**config.mk**
```make
export PLATFORM = sky130hd
export DESIGN_NAME = pli_cell
export DESIGN_NICKNAME = d
export VERILOG_FILES = /design/src/pli_pkg.sv /design/src/pli_cell.sv
export SDC_FILE = /design/constraint.sdc
export NUM_CORES = 1
export LEC_CHECK = 0
export ABC_AREA = 1
export BUFFER_PORTS_ARGS = -buffer_cell sky130_fd_sc_hd__buf_2
export CAP_MARGIN = 20
export CORE_MARGIN = 2
export CORE_UTILIZATION = 44
export CTS_CLUSTER_SIZE = 12
export DETAILED_ROUTE_END_ITERATION = 7
export PLACE_DENSITY = 0.9
export SLEW_MARGIN = 20
export SYNTH_ARGS = -nofsm -noshare
export SYNTH_HDL_FRONTEND = slang
export SYNTH_SLANG_ARGS = --single-unit
export TNS_END_PERCENT = 20
```
**constraint.sdc**
```tcl
create_clock -name clk -period 3.55 [get_ports clk]
set_input_delay 0.71 -clock clk [delete_from_list [all_inputs] [get_ports clk]]
set_output_delay 0.71 -clock clk [all_outputs]
set_load 0.03 [all_outputs]
```
**src/pli_pkg.sv**
```systemverilog
// Shared types and constants for the positional list engine.
package pli_pkg;

    // Default number of list entries.
    localparam int CAPACITY = 128;

    // Number of cell read lanes that one first-level gather register combines.
    localparam int GROUP_SIZE = 16;

    // Operation codes carried by a request.
    typedef enum logic [1:0] {
        OP_INSERT = 2'd0,
        OP_DELETE = 2'd1,
        OP_UPDATE = 2'd2,
        OP_READ   = 2'd3
    } op_t;

    // Result status codes.
    typedef enum logic [1:0] {
        ST_OK     = 2'd0,
        ST_FULL   = 2'd1,
        ST_EMPTY  = 2'd2,
        ST_BADPOS = 2'd3
    } status_t;

    // One request on the input channel.
    typedef struct packed {
        op_t                operation;
        logic [7:0]         position;
        logic signed [31:0] value;
    } cmd_t;

    // One result on the output channel.
    typedef struct packed {
        status_t            status;
        logic signed [31:0] read_value;
        logic [7:0]         entry_count;
    } res_t;

    // Control broadcast from the top level to every cell.
    typedef struct packed {
        logic               apply;
        op_t                op;
        logic [7:0]         pos;
        logic signed [31:0] val;
    } cell_ctl_t;

endpackage

```
**src/pli_cell.sv**
```systemverilog
// One list cell: holds a single entry and shifts with its neighbors.
module pli_cell #(
    parameter int IDX = 0
) (
    input  logic                      clk,
    input  pli_pkg::cell_ctl_t        ctl,
    input  logic signed [31:0]        left,
    input  logic signed [31:0]        right,
    output logic signed [31:0]        entry,
    output logic signed [31:0]        rd
);

    localparam logic [7:0] IdxC = 8'(IDX);

    logic signed [31:0] entry_reg;
    logic signed [31:0] entry_next;
    logic signed [31:0] rd_reg;
    logic signed [31:0] rd_next;
    logic               hit;

    assign hit = (ctl.pos == IdxC);

    // Next entry: take from the lower neighbor on insert, the upper one on
    // delete, or the request value at the target position.
    always_comb
    begin
        entry_next = entry_reg;
        if (ctl.apply)
        begin
            case (ctl.op)
                pli_pkg::OP_INSERT:
                begin
                    if (ctl.pos < IdxC)
                        entry_next = left;
                    else if (hit)
                        entry_next = ctl.val;
                end
                pli_pkg::OP_DELETE:
                begin
                    if (IdxC >= ctl.pos)
                        entry_next = right;
                end
                pli_pkg::OP_UPDATE:
                begin
                    if (hit)
                        entry_next = ctl.val;
                end
                default:
                begin
                end
            endcase
        end
    end

    // Read lane: the entry when this cell is the read target, otherwise zero.
    always_comb
    begin
        rd_next = '0;
        if (ctl.apply && (ctl.op == pli_pkg::OP_READ) && hit)
            rd_next = entry_reg;
    end

    always_ff @(posedge clk)
    begin
        entry_reg <= entry_next;
        rd_reg    <= rd_next;
    end

    assign entry = entry_reg;
    assign rd    = rd_reg;

endmodule

```
# Word-level counts from Yosys, hierarchy flattened

Cells that the tools add are included.

Register bits: 64
Input bits: 108
Output and inout port bits: 64
Word-level logic and storage cells: 18

Magnitude comparators: 2
Equal/unequal tests: 4
Muxes and demuxes: 4
Reduce and logical (&&, ||, !) cells: 6

Operators by type and width:

| operator                                                         | count |
|---|---|
| 2-to-1 mux 32 bit                                                | 3 |
| one-hot mux 32 bit (3 select lines)                              | 1 |
| greater-or-equal comparator 1 x 8 -> 1 bit, first input constant | 1 |
| zero test 8 bit                                                  | 1 |
| less-than comparator 8 x 1 -> 1 bit, second input constant       | 1 |
| == test 2 bit, second input constant                             | 2 |
| AND reduction 3 bit                                              | 1 |
| nonzero test 3 bit                                               | 1 |
| == test 2 x 1 -> 1 bit, second input constant                    | 1 |
| logical AND 1 bit                                                | 2 |
| zero test 2 bit                                                  | 1 |
| != test 2 bit, second input constant                             | 1 |

# Longest topological paths before layout

Gate-level depths: netlist of the first run.

Word-level depth: 4
Mapped depth: 7
Mapped depth without buffers: 6

# Least setup slack after synthesis of the first run

No wires, ideal clock.

Kind: input to register
Start: input ctl[34] (netlist bit)
End: register entry_reg[0], in the netlist entry[0] (enable)
Library setup time: 0.421 ns
Arrival: 2.714 ns
Setup slack: 0.415 ns
Cell stages on the path: 6
Buffers on the path: 1
Cells stage by stage: nor2_1 > nand2_2 > nor2_8 > buf_4 > o21ai_0 > nor2_1

Longest elaborated chain between the ends: 3

RTL lines:

| element                                    | RTL line       | source |
|---|---|---|
| start, declared                            | pli_cell.sv:6  | `input pli_pkg::cell_ctl_t ctl,` |
| greater-or-equal comparator 1 x 8 -> 1 bit | pli_cell.sv:40 | `if (IdxC >= ctl.pos)` |
| != test 2 bit (no line)                    | n/a            |  |
| AND reduction 3 bit (no line)              | n/a            |  |
| end signal, assigned                       | pli_cell.sv:65 | `entry_reg <= entry_next;` |
| end, declared                              | pli_cell.sv:15 | `logic signed [31:0] entry_reg;` |

Every way passes these cells.
A chain may end at the register's enable or synchronous reset.

# Worst setup path in the final report of the first run

Start: input ctl[34] (netlist bit)
End: register rd_reg[0], in the netlist rd[0]

Longest elaborated chain between the ends: 2

RTL lines:

| element              | RTL line       | source |
|---|---|---|
| zero test 8 bit      | pli_cell.sv:21 | `assign hit = (ctl.pos == IdxC);` |
| logical AND 1 bit    | pli_cell.sv:59 | `if (ctl.apply && (ctl.op == pli_pkg::OP_READ) && hit)` |
| end signal, assigned | pli_cell.sv:66 | `rd_reg <= rd_next;` |
| end, declared        | pli_cell.sv:17 | `logic signed [31:0] rd_reg;` |

Every way passes these cells.

==> results of run 1 <==
## per-stage QoR
step           instance area (sq um)  worst slack (ps)
2_1_floorplan                   3007             414.9
3_3_place_gp                    3744              1043
3_5_place_dp                    3744             965.3
4_1_cts                         3945              1318
5_1_grt                         3945              1216
6_report                        3945              1331
## worst min path at each step
stage | start | to | slack [ps] | cells after the start
2_1_floorplan | entry[0] | rd[0] | 710 | 2
3_3_place_gp | entry[1] | rd[1] | 490 | 2
3_5_place_dp | entry[3] | rd[3] | 490 | 2
4_1_cts | entry[3] | rd[3] | 500 | 2
5_1_grt | entry[18] | rd[18] | 550 | 2
6_report | entry[3] | rd[3] | 500 | 2
## cells in the final DEF, fill, tap and decap left out
cell and n:
sky130_fd_sc_hd__nor2_8 1, sky130_fd_sc_hd__or2_2 1, sky130_fd_sc_hd__nand2_1 96, sky130_fd_sc_hd__nor2_4 11, sky130_fd_sc_hd__clkbuf_8 11, sky130_fd_sc_hd__clkinvlp_4 1, sky130_fd_sc_hd__inv_1 67, sky130_fd_sc_hd__o21ai_0 33
sky130_fd_sc_hd__nand2_2 2, sky130_fd_sc_hd__nand3_1 32, sky130_fd_sc_hd__edfxtp_1 32, sky130_fd_sc_hd__dfxtp_1 32, sky130_fd_sc_hd__clkinv_2 1, sky130_fd_sc_hd__buf_4 5, sky130_fd_sc_hd__nor2_1 6, sky130_fd_sc_hd__nor2_2 21
sky130_fd_sc_hd__ha_1 3, sky130_fd_sc_hd__nand3_4 1, sky130_fd_sc_hd__buf_2 139, sky130_fd_sc_hd__clkbuf_1 2, sky130_fd_sc_hd__bufinv_16 1
## per-layer routing
metal	routed length (um)	vias up	share of wire [%]
li1	-	1361	-
met1	3117	1229	43
met2	3626	104	50
met3	421	9	5.8
met4	126	0	1.7
met5	0	-	0
## synthesized netlist by cell type
cell type	instances
sky130_fd_sc_hd__buf_4	3
sky130_fd_sc_hd__buf_6	3
sky130_fd_sc_hd__o21ai_0	33
sky130_fd_sc_hd__nand3_1	32
sky130_fd_sc_hd__nor2_4	10
sky130_fd_sc_hd__nand2_2	2
sky130_fd_sc_hd__nor2_2	20
sky130_fd_sc_hd__nand2_1	96
sky130_fd_sc_hd__nand3_4	1
sky130_fd_sc_hd__inv_1	67
sky130_fd_sc_hd__nor2_8	1
sky130_fd_sc_hd__ha_1	3
sky130_fd_sc_hd__edfxtp_1	32
sky130_fd_sc_hd__buf_2	1
sky130_fd_sc_hd__nor2_1	8
sky130_fd_sc_hd__dfxtp_1	32
sky130_fd_sc_hd__or2_2	1
sky130_fd_sc_hd__clkbuf_1	12
## logic make-up (layout without fill, tap and decap cells)
logic type               Yosys count  after routing  share of synthesized area, %
adder cells (fa/ha/maj)            3              3                         1.249
AND/OR/NAND/NOR                  171            171                         28.09
flip-flops                        64             64                         53.27
AO/OA/AOI/OAI                     33             33                         5.493
buffers and inverters             86            227                         11.90
## report_power, final
part | switching (mW) | internal [mW] | leakage (nW)
logic | 0.161 | 0.0808 | 1.41
registers | 0.0125 | 0.813 | 0.566
clock network | 0.269 | 0.362 | 0.0996
## worst max-delay path, stage by stage
cell and delay [ps]:
sky130_fd_sc_hd__buf_2 90, sky130_fd_sc_hd__nor2_1 130, sky130_fd_sc_hd__nand2_2 110, sky130_fd_sc_hd__nor2_8 120, sky130_fd_sc_hd__buf_4 360, sky130_fd_sc_hd__nand3_4 630, sky130_fd_sc_hd__nor2_1 270
## area by class of cell
cell class	instances	area, sq um
repair buffers	144	733.2
inverters	67	251.5
multi-input cells	207	1057
fillers	614	2774
flip-flops and latches	64	1602
well taps	80	100.1
clock inverters	3	42.54
clock buffers	13	158.9
==> qor_table.md, run 1 <==
| Result | This run | Unit |
|:---|:---|:---|
| TritonCTS sink count | 64 | - |
| Worst-path fanout max | 33 | - |
| Total clock buffers created by CTS | 9 | - |
| Final setup fails | 0 | - |
| Width of the die | 86.67 | um |
| First-pass iteration count of the detailed router | 4 | - |
| Fin cells | 578 | - |
| GRT Util Overall | 20.06 | % |
| Number of buffers inserted for hold repair after clock tree synthesis | 0 | - |
| Most used routing layer | met2 | - |
| Met1 global-route usage | 24.77 | % |
| Share of the cycle needed by the critical path after routing | 62.50 | % |
| Worst min path class | register to register | - |
| Area share of the largest cell type after synthesis | 31.96 | % |
| Final max-slew violation count | 0 | - |
| Via count of the first global-routing pass | 2,688 | - |
| Core Box Area | 6719 | sq um |
| Placed cell count | 562 | - |
| Worst reg2reg setup slack | 2540 | ps |
| Power consumption | 1.699 | mW |
| CTS clock-pin slew for the worst setup and hold paths | 70 | ps |
| Capture point of the worst path | rd[0] | - |
| Minimum period implied by the final worst setup slack | 2219 | ps |
| Max IR drop VDD | 0.0002747 | V |
| Total wire length | 7292 | um |
| Number of levels in the clock H-tree | 3 | - |
| Routed vias/inst | 4.676 | - |
| Ports | 172 | - |
| NumNets Final | 604 | - |
| Final hold violation count | 0 | - |
| CTS resizes | 0 | - |
| Aggregate global routing overflow | 0 | - |
| Outcome | completed | - |
| Highest achievable clock rate | 450.7 | MHz |
| Endpoint type of the worst setup path | register | - |
| Initial antenna violation count | 0 | - |
| Met2 usage | 34.34 | % |
| Placement Rows | 30 | - |
| Cell area after technology mapping | 3007 | sq um |
| Clock tree from TritonCTS | built | - |
| Final antenna-violating net count | 0 | - |
| Launching element type of the critical path | primary input | - |
| Capturing point of the worst reg2reg path | entry[26] | - |
| Leading post-synthesis cells by cell area | sky130_fd_sc_hd__edfxtp_1, sky130_fd_sc_hd__dfxtp_1, sky130_fd_sc_hd__nand2_1 | - |
| Post-route setup TNS | 0 | ps |
| Power density of the placed cells | 430.5 | nW/um^2 |
| Fraction of final layout cells with drive strength greater than 1 | 39.16 | % |
| Sequential area share after synthesis | 53.27 | % |
| Met3 usage in global routing | 3.619 | % |
| Crit path from | ctl[34] | - |
| Critical path start-end classification | primary input to register | - |
| Gate Count Post-Synth | 357 | - |
| Effective utilization at floorplan | 44.75 | % |
| Mean post-synth cell area | 8.422 | sq um |
| Critical path arrival | 2460 | ps |
| Number of synthesized register bits | 64 | - |
| Fin Hold WS | 503.7 | ps |
| Count of cells along the worst register-to-register path | 4 | - |
| Via count | 2,703 | - |
| Leakage | 2.074 | nW |
| Worst Clk Skew | 10.77 | ps |
| First-pass GRT wire length | 11,700 | um |
| Yosys warning count | 0 | - |
| Synthesis-to-finish area growth | 31.21 | % |
| Distinct cells, synth | 18 | - |
| Post-Route Utilization | 58.72 | % |
| Clock root buffer master | sky130_fd_sc_hd__clkbuf_8 | - |
| Number of remaining DRC errors | 0 | - |
| Clock Latency Late Sink | 330 | ps |
| Unrepaired setup endpoints after global routing | false | - |
| RD Place Congestion | 0.8170 | - |
| Post-synth top area cell | sky130_fd_sc_hd__edfxtp_1 | - |
| Number of diodes added for antenna fixing | 0 | - |
| DIE HEIGHT | 86.67 | um |
| R2R Path Start | entry[26] | - |
| HPWL reported at the end of detailed placement | 5091 | um |
| Normalized max-slew margin | 49.89 | % |
| Input/output buffers | 139 | - |
| Number of DRC violations after detailed-routing iteration 0 | 143 | - |
| Max Cap Violations | 0 | - |
| Number of buffers on the longest clock path | 2 | - |
| Number of setup buffers added after CTS | 0 | - |
| Slew at the pin with the worst max-slew slack | 751.7 | ps |
| Per-cell routed wire length | 12.62 | um |
| Syn Nets | 468 | - |
| Die Footprint | 7511 | sq um |
| Largest net degree at the start of global routing | 34 | - |
| Critical Path RT | 3800 | ps |
No activity file was read; power rests on OpenSTA's default activity.
==> inputs of run 2 (changes only) <==
--- a/config.mk
+++ b/config.mk
@@ -5,14 +5,14 @@
 export SDC_FILE = /design/constraint.sdc
 export NUM_CORES = 1
 export LEC_CHECK = 0
-export ABC_AREA = 1
+export ABC_AREA = 0
 export BUFFER_PORTS_ARGS = -buffer_cell sky130_fd_sc_hd__buf_2
 export CAP_MARGIN = 20
 export CORE_MARGIN = 2
-export CORE_UTILIZATION = 44
+export CORE_UTILIZATION = 38
 export CTS_CLUSTER_SIZE = 12
 export DETAILED_ROUTE_END_ITERATION = 7
-export PLACE_DENSITY = 0.9
+export PLACE_DENSITY = 0.86
 export SLEW_MARGIN = 20
 export SYNTH_ARGS = -nofsm -noshare
 export SYNTH_HDL_FRONTEND = slang
==> constraint.sdc (replaced) <==
create_clock -name clk -period 1.9 [get_ports clk]
set_input_delay 0.38 -clock clk [delete_from_list [all_inputs] [get_ports clk]]
set_output_delay 0.38 -clock clk [all_outputs]
set_load 0.03 [all_outputs]
==> run 2 against run 1 <==
Net effect:
- synthesized cell count is 27% lower
- total power increased by 84%
- flip-flop and latch count unchanged
- non-clock buffer count rose by 11
- core utilization shrank 2.9 points
- critical path depth down 2
==> qor_table.md, run 2 <==
| Result | This run | Unit |
|:---|:---|:---|
| Sequential area share after synthesis | 59.07 | % |
| Worst reg2reg setup slack | 1050 | ps |
| Number of diodes added for antenna fixing | 0 | - |
| Clock share of power | 35.8 | % |
| Cell area after technology mapping | 2711 | sq um |
| Gate Count Post-Synth | 262 | - |
| Number of remaining DRC errors | 0 | - |
| HPWL reported at the end of detailed placement | 5335 | um |
| Leakage | 1.698 | nW |
| Fraction of final layout cells with drive strength greater than 1 | 43.03 | % |
| Post-synth top area cell | sky130_fd_sc_hd__edfxtp_1 | - |
| WHS Endpoint | entry[1] | - |
| Flop pwr share | 49.8 | % |
| Die Footprint | 7827 | sq um |
| Aggregate global routing overflow | 0 | - |
| R2R Path Start | entry[20] | - |
| Async set-or-reset flop fraction in the synthesized netlist | 0 | % |
| Leading post-synthesis cells by cell area | sky130_fd_sc_hd__edfxtp_1, sky130_fd_sc_hd__dfxtp_1, sky130_fd_sc_hd__nand2_1 | - |
| Max IR drop VDD | 0.0003480 | V |
| Unrepaired setup endpoints after global routing | false | - |
| Clock tree from TritonCTS | built | - |
| Final max-slew violation count | 0 | - |
| TritonCTS sink count | 64 | - |
| Placement Rows | 30 | - |
| Initial antenna violation count | 0 | - |
| Critical path start-end classification | primary input to register | - |
| Capturing point of the worst reg2reg path | entry[20] | - |
| Final antenna-violating net count | 0 | - |
| Worst min path class | primary input to register | - |
| Final setup fails | 0 | - |
| Fin cells | 505 | - |
| Number of levels in the clock H-tree | 3 | - |
| DIE HEIGHT | 88.47 | um |
| Share of the cycle needed by the critical path after routing | 79.30 | % |
| Via count of the first global-routing pass | 2,411 | - |
| Routed vias/inst | 5.077 | - |
| First-pass iteration count of the detailed router | 4 | - |
| Effective utilization at floorplan | 39.69 | % |
| Minimum period implied by the final worst setup slack | 1507 | ps |
| Pre-CTS setup slack | 12.19 | ps |
| Critical Path RT | 1960 | ps |
| Mean post-synth cell area | 10.35 | sq um |
| Worst-path fanout max | 16 | - |
| Number of setup buffers added after CTS | 0 | - |
| Number of synthesized register bits | 64 | - |
| Yosys warning count | 0 | - |
| P_sw | 0.8354 | mW |
| Count of cells along the worst register-to-register path | 2 | - |
| Filler Cells Inserted | 621 | - |
| Highest achievable clock rate | 663.7 | MHz |
| Final hold violation count | 0 | - |
| Input/output buffers | 139 | - |
| Origin of the worst min-delay path | right[1] | - |
| Max Cap Violations | 0 | - |
| Worst Clk Skew | 10.57 | ps |
| Width of the die | 88.47 | um |
| Predominant post-synthesis flop cell | sky130_fd_sc_hd__edfxtp_1 | - |
| Post-synth top cells | sky130_fd_sc_hd__nand2_1, sky130_fd_sc_hd__and2_1 | - |
| Clock Latency Late Sink | 330 | ps |
| Number of buffers inserted for hold repair after clock tree synthesis | 0 | - |
| EDFF count, synth | 32 | - |
| Most common library cell in the layout ignoring fill and taps | sky130_fd_sc_hd__buf_2 | - |
| Largest net degree at the start of global routing | 51 | - |
| Total clock buffers created by CTS | 9 | - |
| Cell Int Power | 2.282 | mW |
| Outcome | completed | - |
| CTS resizes | 0 | - |
| Core Box Area | 6832 | sq um |
| Clock root buffer master | sky130_fd_sc_hd__clkbuf_8 | - |
| NumNets Final | 515 | - |
| Normalized max-slew margin | 68.35 | % |
| Syn Nets | 373 | - |
| Number of DRC violations after detailed-routing iteration 0 | 125 | - |
| Post-route setup TNS | 0 | ps |
| Post-route worst setup slack | 393.2 | ps |
| Placed cell count | 489 | - |
| GRT Util Overall | 18.54 | % |
| Most common cell in the netlist | sky130_fd_sc_hd__nand2_1 | - |
| Launching element type of the critical path | primary input | - |
| RD Place Congestion | 0.7591 | - |
| Proportion of total power due to net switching | 26.80 | % |
| Area share of the largest cell type after synthesis | 35.44 | % |
| Number of cells on the worst hold path | 3 | - |
| Power density of the placed cells | 817.6 | nW/um^2 |
| Critical path arrival | 1570 | ps |
| CTS clock-pin slew for the worst setup and hold paths | 70 | ps |
| Total wire length | 7404 | um |
| Per-cell routed wire length | 14.66 | um |
| Number of buffers on the longest clock path | 2 | - |
| Via count | 2,564 | - |
| Synthesis-to-finish area growth | 40.61 | % |
| First-pass GRT wire length | 11,050 | um |
| Commonest cells after routing, fill and taps aside | sky130_fd_sc_hd__buf_2, sky130_fd_sc_hd__nand2_1, sky130_fd_sc_hd__and2_1 | - |
| Slew at the pin with the worst max-slew slack | 471.2 | ps |
| Ports | 172 | - |
| Endpoint type of the worst setup path | register | - |
| Fraction of power consumed by combinational cells | 14.4 | % |
| Distinct cells, synth | 16 | - |
==> run 2: area by class of cell <==
class / count / area, sq um / area share, %
flip-flops and latches: 64 / 1602 / 42.01
multi-input cells: 172 / 1025 / 26.88
repair buffers: 155 / 865.8 / 22.71
clock buffers: 12 / 166.4 / 4.365
well taps: 96 / 120.1 / 3.151
clock inverters: 4 / 26.28 / 0.6892
inverters: 2 / 7.507 / 0.1969
==> run 2: power groups by stage <==
stage          registers, mW  clock network, mW  logic, mW
6_report                1.55               1.12      0.449
5_1_grt                 1.56               1.20      0.486
4_1_cts                 1.55               1.14      0.453
3_5_place_dp            1.58                  0      0.451
3_3_place_gp            1.58                  0      0.439
2_1_floorplan           1.67                  0      0.157
==> run 2: worst max path at each step <==
stage | slack [ps] | depth (start not counted) | endpoint | from
after floorplan | -140 | 4 | entry[0] | ctl[39]
after global placement | 40 | 5 | entry[6] | ctl[39]
after detailed placement | 10 | 5 | entry[28] | ctl[39]
after CTS | 370 | 5 | entry[28] | ctl[39]
after global routing | 300 | 5 | entry[9] | ctl[39]
final | 390 | 5 | entry[28] | ctl[39]
==> run 2: critical path, stage by stage <==
cell	delay (ps)
sky130_fd_sc_hd__buf_2	120
sky130_fd_sc_hd__nor4_4	480
sky130_fd_sc_hd__and2_1	210
sky130_fd_sc_hd__buf_4	220
sky130_fd_sc_hd__o211ai_1	140
==> run 2: cell families (layout without fill, tap and decap cells) <==
family / after synthesis / after routing / synth area share [%]
AO/OA/AOI/OAI: 33 / 33 / 9.045
adder cells (fa/ha/maj): 3 / 3 / 1.385
buffers and inverters: 26 / 173 / 3.922
flip-flops: 64 / 64 / 59.07
AND/OR/NAND/NOR: 136 / 136 / 26.58
==> run 2: per-layer routing <==
layer  global-route usage [%]  wire length, um
met2                    31.99             3721
met4                    7.713              126
met5                        0                0
met1                    21.74             3051
met3                    5.131              504
==> run 2: through the flow <==
stage          hold slack, ps  power, mW  util (%)  area (sq um)
6_report                336.0      3.117     55.81          3812
5_1_grt                 338.1      3.246     55.81          3812
4_1_cts                 321.0      3.147     55.81          3812
3_5_place_dp            490.2      2.035     52.99          3620
3_3_place_gp            480.5      2.019     52.99          3620
2_1_floorplan           585.1      1.831         -          2750
==> inputs of run 3 (changes only) <==
--- a/config.mk
+++ b/config.mk
@@ -5,14 +5,14 @@
 export SDC_FILE = /design/constraint.sdc
 export NUM_CORES = 1
 export LEC_CHECK = 0
-export ABC_AREA = 0
+export ABC_AREA = 1
 export BUFFER_PORTS_ARGS = -buffer_cell sky130_fd_sc_hd__buf_2
 export CAP_MARGIN = 20
 export CORE_MARGIN = 2
-export CORE_UTILIZATION = 38
+export CORE_UTILIZATION = 44
 export CTS_CLUSTER_SIZE = 12
 export DETAILED_ROUTE_END_ITERATION = 7
-export PLACE_DENSITY = 0.86
+export PLACE_DENSITY = 0.9
 export SLEW_MARGIN = 20
 export SYNTH_ARGS = -nofsm -noshare
 export SYNTH_HDL_FRONTEND = slang
==> constraint.sdc (replaced) <==
create_clock -name clk -period 1.4 [get_ports clk]
set_input_delay 0.28 -clock clk [delete_from_list [all_inputs] [get_ports clk]]
set_output_delay 0.28 -clock clk [all_outputs]
set_load 0.03 [all_outputs]
==> run 3 against run 2 <==
Net effect:
- combinational power increased by 53%
- total power increased by 48%
- core utilization increased by 6.8 points
- critical path type unchanged
- highest routed layer unchanged
==> qor_table.md, run 3 (synthesis results as in run 1) <==
| Result | This run | Unit |
|:---|:---|:---|
| Outcome | completed | - |
| Count of cells along the worst register-to-register path | 4 | - |
| Endpoint type of the worst setup path | register | - |
| Worst min path class | primary input to register | - |
| Final setup fails | 0 | - |
| Leakage | 2.194 | nW |
| Number of DRC violations after detailed-routing iteration 0 | 102 | - |
| Final hold violation count | 0 | - |
| Share of the cycle needed by the critical path after routing | 92.99 | % |
| GRT Util Overall | 20.57 | % |
| Routed vias/inst | 4.701 | - |
| Worst-path fanout max | 15 | - |
| Power consumption | 4.608 | mW |
| Post-route worst setup slack | 98.09 | ps |
| Aggregate global routing overflow | 0 | - |
| Placed cell count | 573 | - |
| Filler Cells Inserted | 557 | - |
| Clock tree from TritonCTS | built | - |
| Total clock buffers created by CTS | 9 | - |
| Number of buffers on the longest clock path | 2 | - |
| Number of buffers inserted for hold repair after clock tree synthesis | 0 | - |
| CTS resizes | 0 | - |
| Initial antenna violation count | 0 | - |
| Number of cells on the worst hold path | 3 | - |
| CTS clock-pin slew for the worst setup and hold paths | 70 | ps |
| Slew at the pin with the worst max-slew slack | 316.2 | ps |
| NumNets Final | 615 | - |
| Effective utilization at floorplan | 44.75 | % |
| Fraction of final layout cells with drive strength greater than 1 | 41.45 | % |
| Fin cells | 589 | - |
| Commonest cells after routing, fill and taps aside | sky130_fd_sc_hd__buf_2, sky130_fd_sc_hd__nand2_1, sky130_fd_sc_hd__inv_1 | - |
| Number of levels in the clock H-tree | 3 | - |
| Capturing point of the worst reg2reg path | entry[26] | - |
| Cell family with most CP delay | simple AND/OR/NAND/NOR gates | - |
| Unrepaired setup endpoints after global routing | false | - |
| First-pass GRT wire length | 11,850 | um |
| Pre-CTS setup slack | -238.2 | ps |
| DIE HEIGHT | 86.67 | um |
| Synthesis-to-finish area growth | 39.87 | % |
| Post-route setup TNS | 0 | ps |
| Critical path arrival | 1380 | ps |
| Launching element type of the critical path | primary input | - |
| Highest achievable clock rate | 768.1 | MHz |
| Largest net degree at the start of global routing | 33 | - |
| Critical Path RT | 1470 | ps |
| Largest incremental delay on the critical path | 340 | ps |
| R2R Path Start | entry[26] | - |
| CP Buf/Inv Count | 3 | - |
| Final antenna-violating net count | 0 | - |
| Clock root buffer master | sky130_fd_sc_hd__clkbuf_8 | - |
| Core Box Area | 6719 | sq um |
| Worst reg2reg setup slack | 410 | ps |
| Area of all placed cells without fillers | 4205 | sq um |
| Cell with the largest stage delay on the worst path | sky130_fd_sc_hd__or2_2 | - |
| HPWL reported at the end of detailed placement | 5589 | um |
| Width of the die | 86.67 | um |
| Max Cap Violations | 0 | - |
| Final max-slew violation count | 0 | - |
| Placement Rows | 30 | - |
| Die Footprint | 7511 | sq um |
| First-pass iteration count of the detailed router | 4 | - |
| Max IR drop VDD | 0.0006038 | V |
| Number of remaining DRC errors | 0 | - |
| Critical path start-end classification | primary input to register | - |
| Power density of the placed cells | 1096 | nW/um^2 |
| Number of diodes added for antenna fixing | 0 | - |
| RD Place Congestion | 0.8172 | - |
| Input/output buffers | 139 | - |
| Worst Clk Skew | 6.983 | ps |
| DP Area | 3973 | sq um |
| Per-cell routed wire length | 12.86 | um |
| Clock Latency Late Sink | 320 | ps |
| Minimum period implied by the final worst setup slack | 1302 | ps |
| Via count | 2,769 | - |
| TritonCTS sink count | 64 | - |
| Origin of the worst min-delay path | right[18] | - |
| Most common library cell in the layout ignoring fill and taps | sky130_fd_sc_hd__buf_2 | - |
| Via count of the first global-routing pass | 2,729 | - |
| Total wire length | 7575 | um |
| Number of setup buffers added after CTS | 0 | - |
| Fin Hold WS | 223.0 | ps |
| Normalized max-slew margin | 78.92 | % |
| WHS Endpoint | entry[18] | - |
| Cells along the critical path | buf_2 > inv_1 > ha_1 > or2_2 > buf_12 > nand3_1 > nand2_1 | - |
| Post-Route Utilization | 62.59 | % |
| Ports | 172 | - |
-- run 3: changes by cell type in the layout (fill, tap and decap cells not counted), sizes merged, moves of 3 or more --
| cell | change |
|---|---|
| o21ai | +33 |
| nor2 | +39 |
| nand2 | +33 |
| clkinv | -3 |
| and2 | -33 |
| nand4 | -32 |
| nand3 | +33 |
| o211ai | -32 |
| inv | +65 |
-- run 3: worst min-delay path: stages --
cell and delay (ps):
sky130_fd_sc_hd__buf_2 70, sky130_fd_sc_hd__nand2_1 40, sky130_fd_sc_hd__nand2_1 50
-- run 3: metal layers --
layer	global-route usage, %	part of all wire [%]
met2	38.18	54
met1	22.23	38
met5	0	0
met3	4.952	6.1
met4	8.381	1.4
-- run 3: final cells by class --
class                   instances  area, sq um  area share, %
flip-flops and latches         64         1602          38.08
multi-input cells             207         1104          26.24
repair buffers                155        915.9          21.78
inverters                      67        251.5          5.980
clock buffers                  14        172.7          4.106
well taps                      80        100.1          2.380
clock inverters                 2        60.06          1.428
-- run 3: worst max path at each step --
| stage | startpoint | end | slack, ps | depth (start not counted) |
|---|---|---|---|---|
| after floorplan | ctl[39] | entry[0] | -330 | 6 |
| after global placement | ctl[40] | entry[13] | -190 | 7 |
| after detailed placement | ctl[40] | entry[26] | -240 | 7 |
| after CTS | ctl[40] | entry[26] | 120 | 7 |
| after global routing | ctl[40] | entry[29] | 80 | 7 |
| final | ctl[40] | entry[26] | 100 | 7 |
-- run 3: power by group --
group          total (mW)  internal, mW  switching, mW  leakage, nW
Combinational       0.688         0.259          0.429         1.51
Sequential           2.10          2.06         0.0338        0.566
Clock                1.82          1.15          0.672        0.117
Total                4.61          3.47           1.13         2.19
